`config.mk`:
```
export PLATFORM = sky130hd
export DESIGN_NAME = byte_pattern_match_stream
export DESIGN_NICKNAME = d
export VERILOG_FILES = /design/src/design/bpm_pkg.sv /design/src/design/bpm_front.sv /design/src/design/bpm_queue.sv /design/src/design/byte_pattern_match_stream.sv
export SDC_FILE = /design/constraint.sdc
export NUM_CORES = 1
export LEC_CHECK = 0
export BUFFER_PORTS_ARGS = -buffer_cell sky130_fd_sc_hd__buf_2
export CORE_ASPECT_RATIO = 0.9
export CORE_UTILIZATION = 57
export CTS_BUF_LIST = sky130_fd_sc_hd__clkbuf_4 sky130_fd_sc_hd__clkbuf_8 sky130_fd_sc_hd__clkbuf_16
export DETAILED_ROUTE_END_ITERATION = 10
export PLACE_DENSITY_LB_ADDON = 0.15
export SYNTH_ARGS = -nofsm -noshare
export SYNTH_HDL_FRONTEND = slang
export SYNTH_SLANG_ARGS = --single-unit
```
`constraint.sdc`:
```
create_clock -name clk -period 9.3 [get_ports clk]
set_clock_uncertainty 0.05 [all_clocks]
set_input_delay 1.86 -clock clk [delete_from_list [all_inputs] [get_ports clk]]
set_output_delay 1.86 -clock clk [all_outputs]
set_load 0.02 [all_outputs]
```
`src/design/bpm_pkg.sv`:
```
`default_nettype none

package bpm_pkg;

  localparam int MAX_NEEDLE_DEF    = 16;
  localparam int POSITION_BITS_DEF = 32;

  localparam int DATA_W   = 8;
  localparam int POS_W    = 32;
  localparam int CFG_W    = 64;
  localparam int NEEDLE_W = 2 * CFG_W;
  localparam int LEN_W    = 5;
  localparam int IDX_W    = 8;

  localparam logic [IDX_W-1:0] REG_NEEDLE_LOW  = IDX_W'(0);
  localparam logic [IDX_W-1:0] REG_NEEDLE_HIGH = IDX_W'(1);
  localparam logic [IDX_W-1:0] REG_NEEDLE_LEN  = IDX_W'(2);
  localparam logic [IDX_W-1:0] REG_FIND_ALL    = IDX_W'(3);

  typedef struct packed {
    logic [NEEDLE_W-1:0] needle;
    logic [LEN_W-1:0]    needle_length;
    logic                find_all;
  } cfg_t;

  typedef struct packed {
    logic             match_found;
    logic [POS_W-1:0] match_position;
    logic             last_result;
  } res_t;

endpackage

`default_nettype wire

```
`src/design/bpm_front.sv`:
```
`default_nettype none

module bpm_front
  import bpm_pkg::*;
#(
  parameter int MAX_NEEDLE    = MAX_NEEDLE_DEF,
  parameter int POSITION_BITS = POSITION_BITS_DEF
) (
  input  wire               clk,
  input  wire               rst_n,
  input  wire  cfg_t        cfg,
  input  wire               in_valid,
  input  wire  [DATA_W-1:0] in_byte,
  input  wire               in_last,
  input  wire               q_ready,
  output logic              q_push,
  output res_t              q_item
);

  localparam int CNT_W = (POSITION_BITS < 32) ? POSITION_BITS : 32;
  localparam int WIN_D = (MAX_NEEDLE > 1) ? MAX_NEEDLE - 1 : 1;
  localparam int HIDX_W = (MAX_NEEDLE > 1) ? $clog2(MAX_NEEDLE) : 1;

  logic [DATA_W-1:0] window_r   [WIN_D];
  logic [DATA_W-1:0] window_nxt [WIN_D];
  logic [CNT_W-1:0]  seen_r, seen_nxt, seen_inc;
  logic              first_r, first_nxt;

  logic [DATA_W-1:0] hist [MAX_NEEDLE];
  logic [LEN_W-1:0]  len_u;
  logic              all_eq;
  logic              hit;
  logic              accept;
  logic [CNT_W-1:0]  pos;

  assign accept = in_valid & q_ready;

  always_comb begin
    if (cfg.needle_length == '0) begin
      len_u = LEN_W'(1);
    end else if (cfg.needle_length > LEN_W'(MAX_NEEDLE)) begin
      len_u = LEN_W'(MAX_NEEDLE);
    end else begin
      len_u = cfg.needle_length;
    end
  end

  assign seen_inc = (seen_r != '1) ? seen_r + CNT_W'(1) : seen_r;

  // hist[0] is the current byte, hist[i] the byte i beats back
  always_comb begin
    hist[0] = in_byte;
    for (int i = 1; i < MAX_NEEDLE; i++) begin
      hist[i] = window_r[i-1];
    end
  end

  // needle byte j lines up with the byte len-1-j beats back
  always_comb begin
    logic [LEN_W-1:0] sel;
    all_eq = 1'b1;
    for (int j = 0; j < MAX_NEEDLE; j++) begin
      sel = len_u - LEN_W'(1) - LEN_W'(j);
      if (LEN_W'(j) < len_u) begin
        if (hist[sel[HIDX_W-1:0]] != cfg.needle[DATA_W*j +: DATA_W]) begin
          all_eq = 1'b0;
        end
      end
    end
  end

  assign hit = all_eq && !first_r && (seen_inc >= CNT_W'(len_u));
  assign pos = seen_inc - CNT_W'(len_u) + CNT_W'(1);

  assign q_push = accept & (hit | in_last);
  always_comb begin
    q_item.match_found    = hit;
    q_item.match_position = hit ? POS_W'(pos) : '0;
    q_item.last_result    = in_last;
  end

  always_comb begin
    window_nxt = window_r;
    seen_nxt   = seen_r;
    first_nxt  = first_r;
    if (accept) begin
      if (in_last) begin
        for (int k = 0; k < WIN_D; k++) begin
          window_nxt[k] = '0;
        end
        seen_nxt  = '0;
        first_nxt = 1'b0;
      end else begin
        for (int k = WIN_D - 1; k > 0; k--) begin
          window_nxt[k] = window_r[k-1];
        end
        window_nxt[0] = in_byte;
        seen_nxt      = seen_inc;
        if (hit && !cfg.find_all) begin
          first_nxt = 1'b1;
        end
      end
    end
  end

  always_ff @(posedge clk) begin
    if (!rst_n) begin
      for (int k = 0; k < WIN_D; k++) begin
        window_r[k] <= '0;
      end
      seen_r  <= '0;
      first_r <= 1'b0;
    end else begin
      window_r <= window_nxt;
      seen_r   <= seen_nxt;
      first_r  <= first_nxt;
    end
  end

endmodule

`default_nettype wire

```
`src/design/bpm_queue.sv`:
```
`default_nettype none

module bpm_queue
  import bpm_pkg::*;
(
  input  wire   clk,
  input  wire   rst_n,
  input  wire   push,
  input  wire res_t push_item,
  output logic  has_space,
  output logic  out_valid,
  input  wire   out_ready,
  output res_t  out_item
);

  localparam int DEPTH = 4;
  localparam int PTR_W = $clog2(DEPTH);

  res_t               mem_r [DEPTH];
  logic [PTR_W-1:0]   wr_ptr_r, wr_ptr_nxt;
  logic [PTR_W-1:0]   rd_ptr_r, rd_ptr_nxt;
  logic [PTR_W:0]     count_r, count_nxt;
  logic               pop;

  assign has_space = (count_r != (PTR_W+1)'(DEPTH));
  assign out_valid = (count_r != '0);
  assign out_item  = mem_r[rd_ptr_r];
  assign pop       = out_valid & out_ready;

  always_comb begin
    wr_ptr_nxt = push ? wr_ptr_r + PTR_W'(1) : wr_ptr_r;
    rd_ptr_nxt = pop ? rd_ptr_r + PTR_W'(1) : rd_ptr_r;
    count_nxt  = count_r;
    if (push && !pop) begin
      count_nxt = count_r + (PTR_W+1)'(1);
    end else if (pop && !push) begin
      count_nxt = count_r - (PTR_W+1)'(1);
    end
  end

  always_ff @(posedge clk) begin
    if (push) begin
      mem_r[wr_ptr_r] <= push_item;
    end
  end

  always_ff @(posedge clk) begin
    if (!rst_n) begin
      wr_ptr_r <= '0;
      rd_ptr_r <= '0;
      count_r  <= '0;
    end else begin
      wr_ptr_r <= wr_ptr_nxt;
      rd_ptr_r <= rd_ptr_nxt;
      count_r  <= count_nxt;
    end
  end

endmodule

`default_nettype wire

```
`src/design/byte_pattern_match_stream.sv`:
```
// each result is registered in the queue and shows on out_ from there
// one byte per cycle while the queue has space; the window compare is
// done in parallel in the beat's own cycle and results sit in a
// four-entry queue; in_tready drops only while that queue is full
// reset (rst_n low, synchronous) clears window, byte count, first-hit flag
// and the queue; needle is zero, needle_length 1, find_all 1
`default_nettype none

module byte_pattern_match_stream
  import bpm_pkg::*;
#(
  parameter int MAX_NEEDLE    = MAX_NEEDLE_DEF,
  parameter int POSITION_BITS = POSITION_BITS_DEF
) (
  input  wire               clk,
  input  wire               rst_n,
  input  wire               cfg_valid,
  output logic              cfg_ready,
  input  wire  [IDX_W-1:0]  cfg_index,
  input  wire  [CFG_W-1:0]  cfg_data,
  input  wire               in_tvalid,
  output logic              in_tready,
  input  wire  [DATA_W-1:0] in_tdata,   // [7:0] data_byte
  input  wire               in_tlast,   // end_of_haystack
  output logic              out_tvalid,
  input  wire               out_tready,
  output logic [POS_W-1:0]  out_tdata,  // [31:0] match_position
  output logic              out_tuser,  // [0] match_found
  output logic              out_tlast   // last_result
);

  cfg_t cfg_r, cfg_nxt;
  logic q_push;
  logic q_space;
  res_t q_item;
  res_t out_item;

  assign cfg_ready = 1'b1;

  always_comb begin
    cfg_nxt = cfg_r;
    if (cfg_valid) begin
      unique case (cfg_index)
        REG_NEEDLE_LOW:  cfg_nxt.needle[CFG_W-1:0]        = cfg_data;
        REG_NEEDLE_HIGH: cfg_nxt.needle[NEEDLE_W-1:CFG_W] = cfg_data;
        REG_NEEDLE_LEN:  cfg_nxt.needle_length            = cfg_data[LEN_W-1:0];
        REG_FIND_ALL:    cfg_nxt.find_all                 = cfg_data[0];
        default:         cfg_nxt = cfg_r;
      endcase
    end
  end

  always_ff @(posedge clk) begin
    if (!rst_n) begin
      cfg_r.needle        <= '0;
      cfg_r.needle_length <= LEN_W'(1);
      cfg_r.find_all      <= 1'b1;
    end else begin
      cfg_r <= cfg_nxt;
    end
  end

  assign in_tready = q_space;

  bpm_front #(
    .MAX_NEEDLE    (MAX_NEEDLE),
    .POSITION_BITS (POSITION_BITS)
  ) u_front (
    .clk      (clk),
    .rst_n    (rst_n),
    .cfg      (cfg_r),
    .in_valid (in_tvalid),
    .in_byte  (in_tdata),
    .in_last  (in_tlast),
    .q_ready  (q_space),
    .q_push   (q_push),
    .q_item   (q_item)
  );

  bpm_queue u_queue (
    .clk       (clk),
    .rst_n     (rst_n),
    .push      (q_push),
    .push_item (q_item),
    .has_space (q_space),
    .out_valid (out_tvalid),
    .out_ready (out_tready),
    .out_item  (out_item)
  );

  assign out_tdata = out_item.match_position;
  assign out_tuser = out_item.match_found;
  assign out_tlast = out_item.last_result;

endmodule

`default_nettype wire
```
# Word level (Yosys, flattened, before mapping)
# Memories as Yosys holds them, arrays and structs flattened. A register that Yosys moved wholly into a read port is not among the register bits.
# Index checks and enable logic that the tools add are counted.
[totals]
regBits = 294
elab_cells = 236
mem_bits_rw = 136
out_inout_bits = 37
mem_count = 1
[memory_table]
columns = ["memory", "words", "word_bits", "read_ports", "rd_clocked_by_memory_dff", "write_ports", "line", "text"]
rows = [
  ["u_queue.mem_r", 4, 34, 1, 1, 1, "bpm_queue.sv:19", "res_t mem_r [DEPTH];"],
]
[op_classes]
eq_ne = 21
n_mux = 94
n_reduce_logical = 19
add_sub_neg = 23
bitwise = 20
order_cmp = 34
[op_table]
columns = ["operator", "count"]
rows = [
  ["binary-select mux 8 bit (select 4 bit)", 16],
  ["2-to-1 mux 8 bit", 32],
  ["!= test 8 bit", 16],
  ["2-to-1 mux 120 bit", 1],
  ["2-to-1 mux 32 bit", 3],
  ["greater-or-equal comparator 5 bit, second input constant", 16],
  ["NOT 4 -> 5 bit", 16],
  ["adder 32 x 1 -> 32 bit, second input constant", 2],
  ["< comparator 4 x 5 -> 1 bit, first input constant", 8],
  ["2-to-1 mux 1 bit", 36],
  ["greater-or-equal comparator 32 x 5 -> 1 bit", 1],
  ["!= test 32 bit, second input constant", 1],
  ["subtractor 32 x 5 -> 32 bit", 1],
  ["subtractor 4 bit, second input constant", 8],
  ["< comparator 3 x 5 -> 1 bit, first input constant", 4],
  ["== test 8 x 2 -> 1 bit, second input constant", 2],
  ["subtractor 4 x 3 -> 4 bit, second input constant", 4],
  ["< comparator 1 x 5 -> 1 bit, first input constant", 2],
  ["< comparator 2 x 5 -> 1 bit, first input constant", 2],
  ["2-to-1 mux 5 bit", 2],
  ["AND reduction 2 bit", 5],
  ["== test 8 x 1 -> 1 bit, second input constant", 1],
  ["logical NOT 8 bit", 1],
  ["subtractor 4 x 1 -> 4 bit, second input constant", 2],
  ["other kinds (15)", 29],
]

# Depth between registers and ports, before layout
[logic_depth]
ltp_word = 49
mapped_depth = 32
ltp_nobuf = 30

# Modules after synthesis
# From an unflattened synthesis, not the netlist that was laid out.
[unflattened]
hier_cells = 2398
hier_area_um2 = 27432.6
[modules_own_cells]
columns = ["module", "seq_area_each_um2", "area_per_inst_um2", "cells_each", "n_inst"]
rows = [
  ["bpm_front", 3062.9, 16838.6, 1663, 1],
  ["bpm_queue", 4264.1, 5431.5, 222, 1],
  ["byte_pattern_match_stream", 2682.6, 5162.5, 513, 1],
]

# Worst setup path before layout
# Ideal clock, no wire load.
[synth_path]
kind = "flip-flop to flip-flop"
from = "reg cfg_r[2] in the netlist's numbering"
to = "mem u_queue.mem_r[0][0] in the netlist's numbering (enable)"
setup_slack_ps = 498
path_buffers = 9
period_less_slack_ps = 8802
required_ps = 8828
arrival_time_ps = 8329
path_stages_with_launch = 26
cell_sequence = "dfxtp_1 buf_2 or4_4 nand2_4 inv_2 buf_4 buf_6 buf_2 clkbuf_1 ha_1 xnor2_2 inv_2 buf_1 clkbuf_1 ha_1 a21oi_1 xor2_1 buf_2 mux4_2 xor2_1 or4_1 a2bb2oi_1 o22ai_1 nand3_1 buf_4 a211oi_2"
[synth_via]
elab_chain_cells = 47
[synth_rtl]
columns = ["element", "line", "text"]
rows = [
  ["start: declaration", "byte_pattern_match_stream.sv:32", "cfg_t cfg_r, cfg_nxt;"],
  ["start signal: assignment", "byte_pattern_match_stream.sv:59", "cfg_r <= cfg_nxt;"],
  ["greater-than comparator 5 bit", "bpm_front.sv:41", "end else if (cfg.needle_length > LEN_W'(MAX_NEEDLE)) begin"],
  ["2-to-1 mux 5 bit", "bpm_front.sv:41", ""],
  ["2-to-1 mux 5 bit (*)", "bpm_front.sv:39", "if (cfg.needle_length == '0) begin"],
  ["branches (longest 39 deep; another with subtractor 4 x 1 -> 4 bit)", "--", ""],
  ["logical AND 1 bit (*)", "bpm_front.sv:72", "assign hit = all_eq && !first_r && (seen_inc >= CNT_W'(len_u));"],
  ["OR 1 bit (*)", "bpm_front.sv:75", "assign q_push = accept & (hit | in_last);"],
  ["bitwise AND 1 bit (*)", "bpm_front.sv:75", ""],
  ["2-to-1 mux 1 bit (*)", "bpm_queue.sv:42", "if (push) begin"],
  ["2-to-1 mux 1 bit (implied by the code) (*)", "bpm_queue.sv:43", "mem_r[wr_ptr_r] <= push_item;"],
  ["end: declaration", "bpm_queue.sv:19", ""],
]
# Every way passes the cells marked *. The select of a mux whose other input is x is not followed.

# Worst setup path after layout
[layout_path]
from = "reg cfg_r[2] in the netlist's numbering"
to = "reg u_queue.count_r[2]"
[layout_via]
elab_chain_cells = 48
[layout_rtl]
columns = ["element", "line", "text"]
rows = [
  ["greater-than comparator 5 bit", "bpm_front.sv:41", ""],
  ["2-to-1 mux 5 bit", "bpm_front.sv:41", ""],
  ["2-to-1 mux 5 bit (*)", "bpm_front.sv:39", ""],
  ["branches (longest 39 deep; another with subtractor 4 x 1 -> 4 bit)", "--", ""],
  ["logical AND 1 bit (*)", "bpm_front.sv:72", ""],
  ["OR 1 bit (*)", "bpm_front.sv:75", ""],
  ["bitwise AND 1 bit (*)", "bpm_front.sv:75", ""],
  ["net q_push", "byte_pattern_match_stream.sv:33", "logic q_push;"],
  ["logical NOT 1 bit", "bpm_queue.sv:36", "end else if (pop && !push) begin"],
  ["logical AND 1 bit", "bpm_queue.sv:36", ""],
  ["nonzero test 2 bit (no line)", "--", ""],
  ["end signal: assignment", "bpm_queue.sv:55", "count_r <= count_nxt;"],
  ["end: declaration", "bpm_queue.sv:22", "logic [PTR_W:0] count_r, count_nxt;"],
]
# Mark *: on every way through the listed nets, which the timed path passes. The select of a mux whose other input is x is not followed.
# A chain may end at the register's enable or synchronous reset.

==> flow_summary.json <==
{
  "reg2reg_depth": 22,
  "yosysSeqAreaShare_pct": 36.9,
  "cpMaxStageDelayCell": "xor2_2",
  "synth_top_cells_by_area": "dfxtp_1 (22%), mux4_2 (17%), edfxtp_1 (15%)",
  "first_global_vias": 19300,
  "r2r-start": "cfg_r[2]",
  "setup_slack_ns": 1.65,
  "ys.flop_type": "dfxtp_1",
  "root_buffer": "clkbuf_16",
  "synthesis.area_um2": 27100,
  "first_pass_iters": 6,
  "htree_num_levels": 2,
  "ir_worst_vdd_v": 0.000220,
  "vias": 21200,
  "synth_area_per_cell_um2": 10.5,
  "finalNonFillerCells": 3258,
  "die_h_um": 209,
  "fillers": 3765,
  "core_area_um2": 46800,
  "status": "finished clean",
  "gr-total-overflow": 0,
  "fin_tns_setup_ns": 0,
  "clock_sinks": 432,
  "cellLeakagePower_nw": 11.1,
  "grt_max_degree": 135,
  "hp-start": "cfg_r[102]",
  "synthMuxAreaShare_pct": 23.5,
  "synth_xor_area_share_pct": 6.41,
  "powerDensity_nw_per_um2": 157,
  "die-area_um2": 48500,
  "cts_tree": "done",
  "finalPower_mw": 4.65,
  "yosys.area.top_type": "dfxtp_1",
  "cts_resized": 0,
  "finalHoldViolCount": 0,
  "grt_use_total_pct": 33.4,
  "finalSetupViolCount": 0,
  "antenna_found_initial": 2,
  "netlist_instances": 2589,
  "drive_above_1_share_pct": 18.6,
  "slew_viol_final": 0,
  "startpoint_type": "flop",
  "grt_pass1_wl_mm": 122,
  "num_rows": 75,
  "critPathRequiredTime_ns": 9.77,
  "die_w_um": 232,
  "final_area_um2": 29700,
  "whs_path_depth": 2,
  "drtIter0Drc": 2454,
  "path_max_fanout": 35,
  "crit_chain": "or4_4, nand2_4, inv_4, ha_1, buf_4, ha_1, a21oi_1, xor2_2, mux4_2, xnor2_1, nand2_1, or4_1, a2bb2oi_1, o22ai_1, nand3_2, a21oi_1, ha_1, inv_1, fa_1, xor2_1, or3_1, a21boi_0",
  "yosysUniqueCellTypes": 76,
  "synth_warnings": 0,
  "fin_crit_ns": 7.65,
  "rsz0062_at_grt": "false",
  "clk_pin_slew_ns": 0.07,
  "worstSetupPathType": "flop to flop",
  "yosys.area_share.simple_pct": 15.3,
  "synthTopCellsByCount": "nand2_1 (323), dfxtp_1 (296), mux4_2 (210), a21oi_1 (155), mux2i_1 (155)",
  "yosysMostFrequentCell": "nand2_1",
  "dpl_cell_area_um2": 28100,
  "synth_top_family_by_area": "multiplexers",
  "ys_seq_elements": 432,
  "crit_top_cell": "ha_1",
  "critical_path_arrival_ns": 8.13,
  "vias_per_cell": 6.52,
  "gp_congestion": 1.03,
  "cts_post_setup_buffers_inserted": 0,
  "hold_class": "flop to flop",
  "dp_slack_ns": 1.63,
  "worstSetupEndpointType": "flop",
  "dp_hpwl_mm": 59.3,
  "synth_compound_area_share_pct": 10.6,
  "routedWlPerCell_um": 24.9,
  "area.growth.synth_to_final_pct": 9.56,
  "fin_crit_sh_pct": 82.3,
  "worstMarginPinSlew_ns": 1.18,
  "synth_edf_count": 136,
  "netlist.area_leader.share_pct": 21.8,
  "portBuffers": 121,
  "async_reset_ff_share_pct": 0,
  "crit_family": "simple AND/OR/NAND/NOR gates",
  "routed_wl_mm": 81.2,
  "ctsHoldBuffers": 0,
  "min_to": "cfg_r[102]",
  "slew_headroom_pct": 21.3,
  "start_util_pct": 58.0,
  "max_freq_mhz": 131,
  "rrSetupSlack_ns": 1.65,
  "cts_buffers": 46,
  "clock_latency_ns": 0.60,
  "dp.cells": 3174,
  "drc_errors": 0,
  "pin_count": 123,
  "drv_cap": 0,
  "cp.buffers_inverters": 3,
  "synth_adder_area_share_pct": 3.54,
  "synth_nets": 2750,
  "cpPeakStageDelay_ns": 0.90,
  "ant_nets": 0,
  "r2r_end": "u_queue.count_r[2]",
  "nets": 2767,
  "cp.depth": 22,
  "clockBufferDepth": 3
}
-- flip-flops by register name, summed over array words and instances (netlist names), named ones only --
register	flops
u_queue.rd_ptr_r	2
u_front.seen_r	32
u_queue.count_r	3
u_queue.wr_ptr_r	2
u_front.first_r	1
cfg_r	134
u_front.hist	120
u_queue.mem_r	136
-- per-stage QoR --
stage	utilization, %	hold WS (ns)
after detailed placement	60.0	0.422
after floorplan	-	0.395
after CTS	63.5	0.430
after global routing	63.5	0.446
final	63.5	0.427
after global placement	60.0	0.414
-- placed cells by master, fill, tap and decap left out, types with 126 or more instances in the layout --
| cell type | count |
|---|---|
| nand2_1 | 321 |
| dfxtp_1 | 295 |
| mux4_2 | 210 |
| mux2i_1 | 155 |
| a21oi_1 | 155 |
| nor2b_1 | 154 |
| edfxtp_1 | 136 |
| a21boi_0 | 134 |
| and3_1 | 131 |
| xnor2_1 | 126 |
-- power breakdown --
| group | internal [mW] | switching, mW | leakage [nW] |
|---|---|---|---|
| Combinational | 0.254 | 0.444 | 6.48 |
| Sequential | 1.98 | 0.0251 | 3.77 |
| Clock | 1.15 | 0.798 | 0.808 |
-- area by class of cell --
class / instances / area, um^2 / share of cell area [%]
tap: 616 / 771 / 2.59
timing repair buffer: 154 / 860 / 2.89
antenna: 1 / 2.50 / 0.00842
clock buffer: 63 / 1320 / 4.45
clock inverter: 20 / 303 / 1.02
multi-input combinational: 1907 / 16200 / 54.5
sequential: 432 / 10000 / 33.7
inverter: 65 / 246 / 0.829
-- layer usage --
metal / GRT usage, % / routed length [um] / part of all wire [%]
met5: 0 / 0 / 0
met4: 6.49 / 1290 / 1.6
met3: 7.31 / 9030 / 11
met2: 45.5 / 33400 / 41
met1: 53.6 / 37500 / 46
-- worst max-delay path by stage --
stage                     startpoint              endpoint  slack [ns]
final                       cfg_r[2]    u_queue.count_r[2]        1.65
after global routing        cfg_r[2]    u_queue.count_r[2]        1.01
after CTS                   cfg_r[2]  u_queue.mem_r[1][31]        1.60
after detailed placement    cfg_r[2]  u_queue.mem_r[1][31]        1.63
after global placement      cfg_r[2]  u_queue.mem_r[1][31]        1.76
after floorplan             cfg_r[2]   u_queue.mem_r[0][0]        0.50
-- cells by family after synthesis --
group                    after synthesis
XOR/XNOR                             197
AND/OR/NAND/NOR                      822
flip-flops                           432
adder cells (fa/ha/maj)               75
buffers and inverters                250
other                                  1
AO/OA/AOI/OAI                        438
multiplexers                         374
-- worst reg2reg max path, cell delays in order (launching register included) --
cell and delay [ns]:
dfxtp_1 0.89, or4_4 0.29, nand2_4 0.05, inv_4 0.36, ha_1 0.34, buf_4 0.31, ha_1 0.27, a21oi_1 0.28
xor2_2 0.90, mux4_2 0.63, xnor2_1 0.16, nand2_1 0.09, or4_1 0.59, a2bb2oi_1 0.17, o22ai_1 0.23, nand3_2 0.35
a21oi_1 0.29, ha_1 0.22, inv_1 0.06, fa_1 0.37, xor2_1 0.18, or3_1 0.30, a21boi_0 0.18
Note: power is estimated with default switching activity, not from simulation.
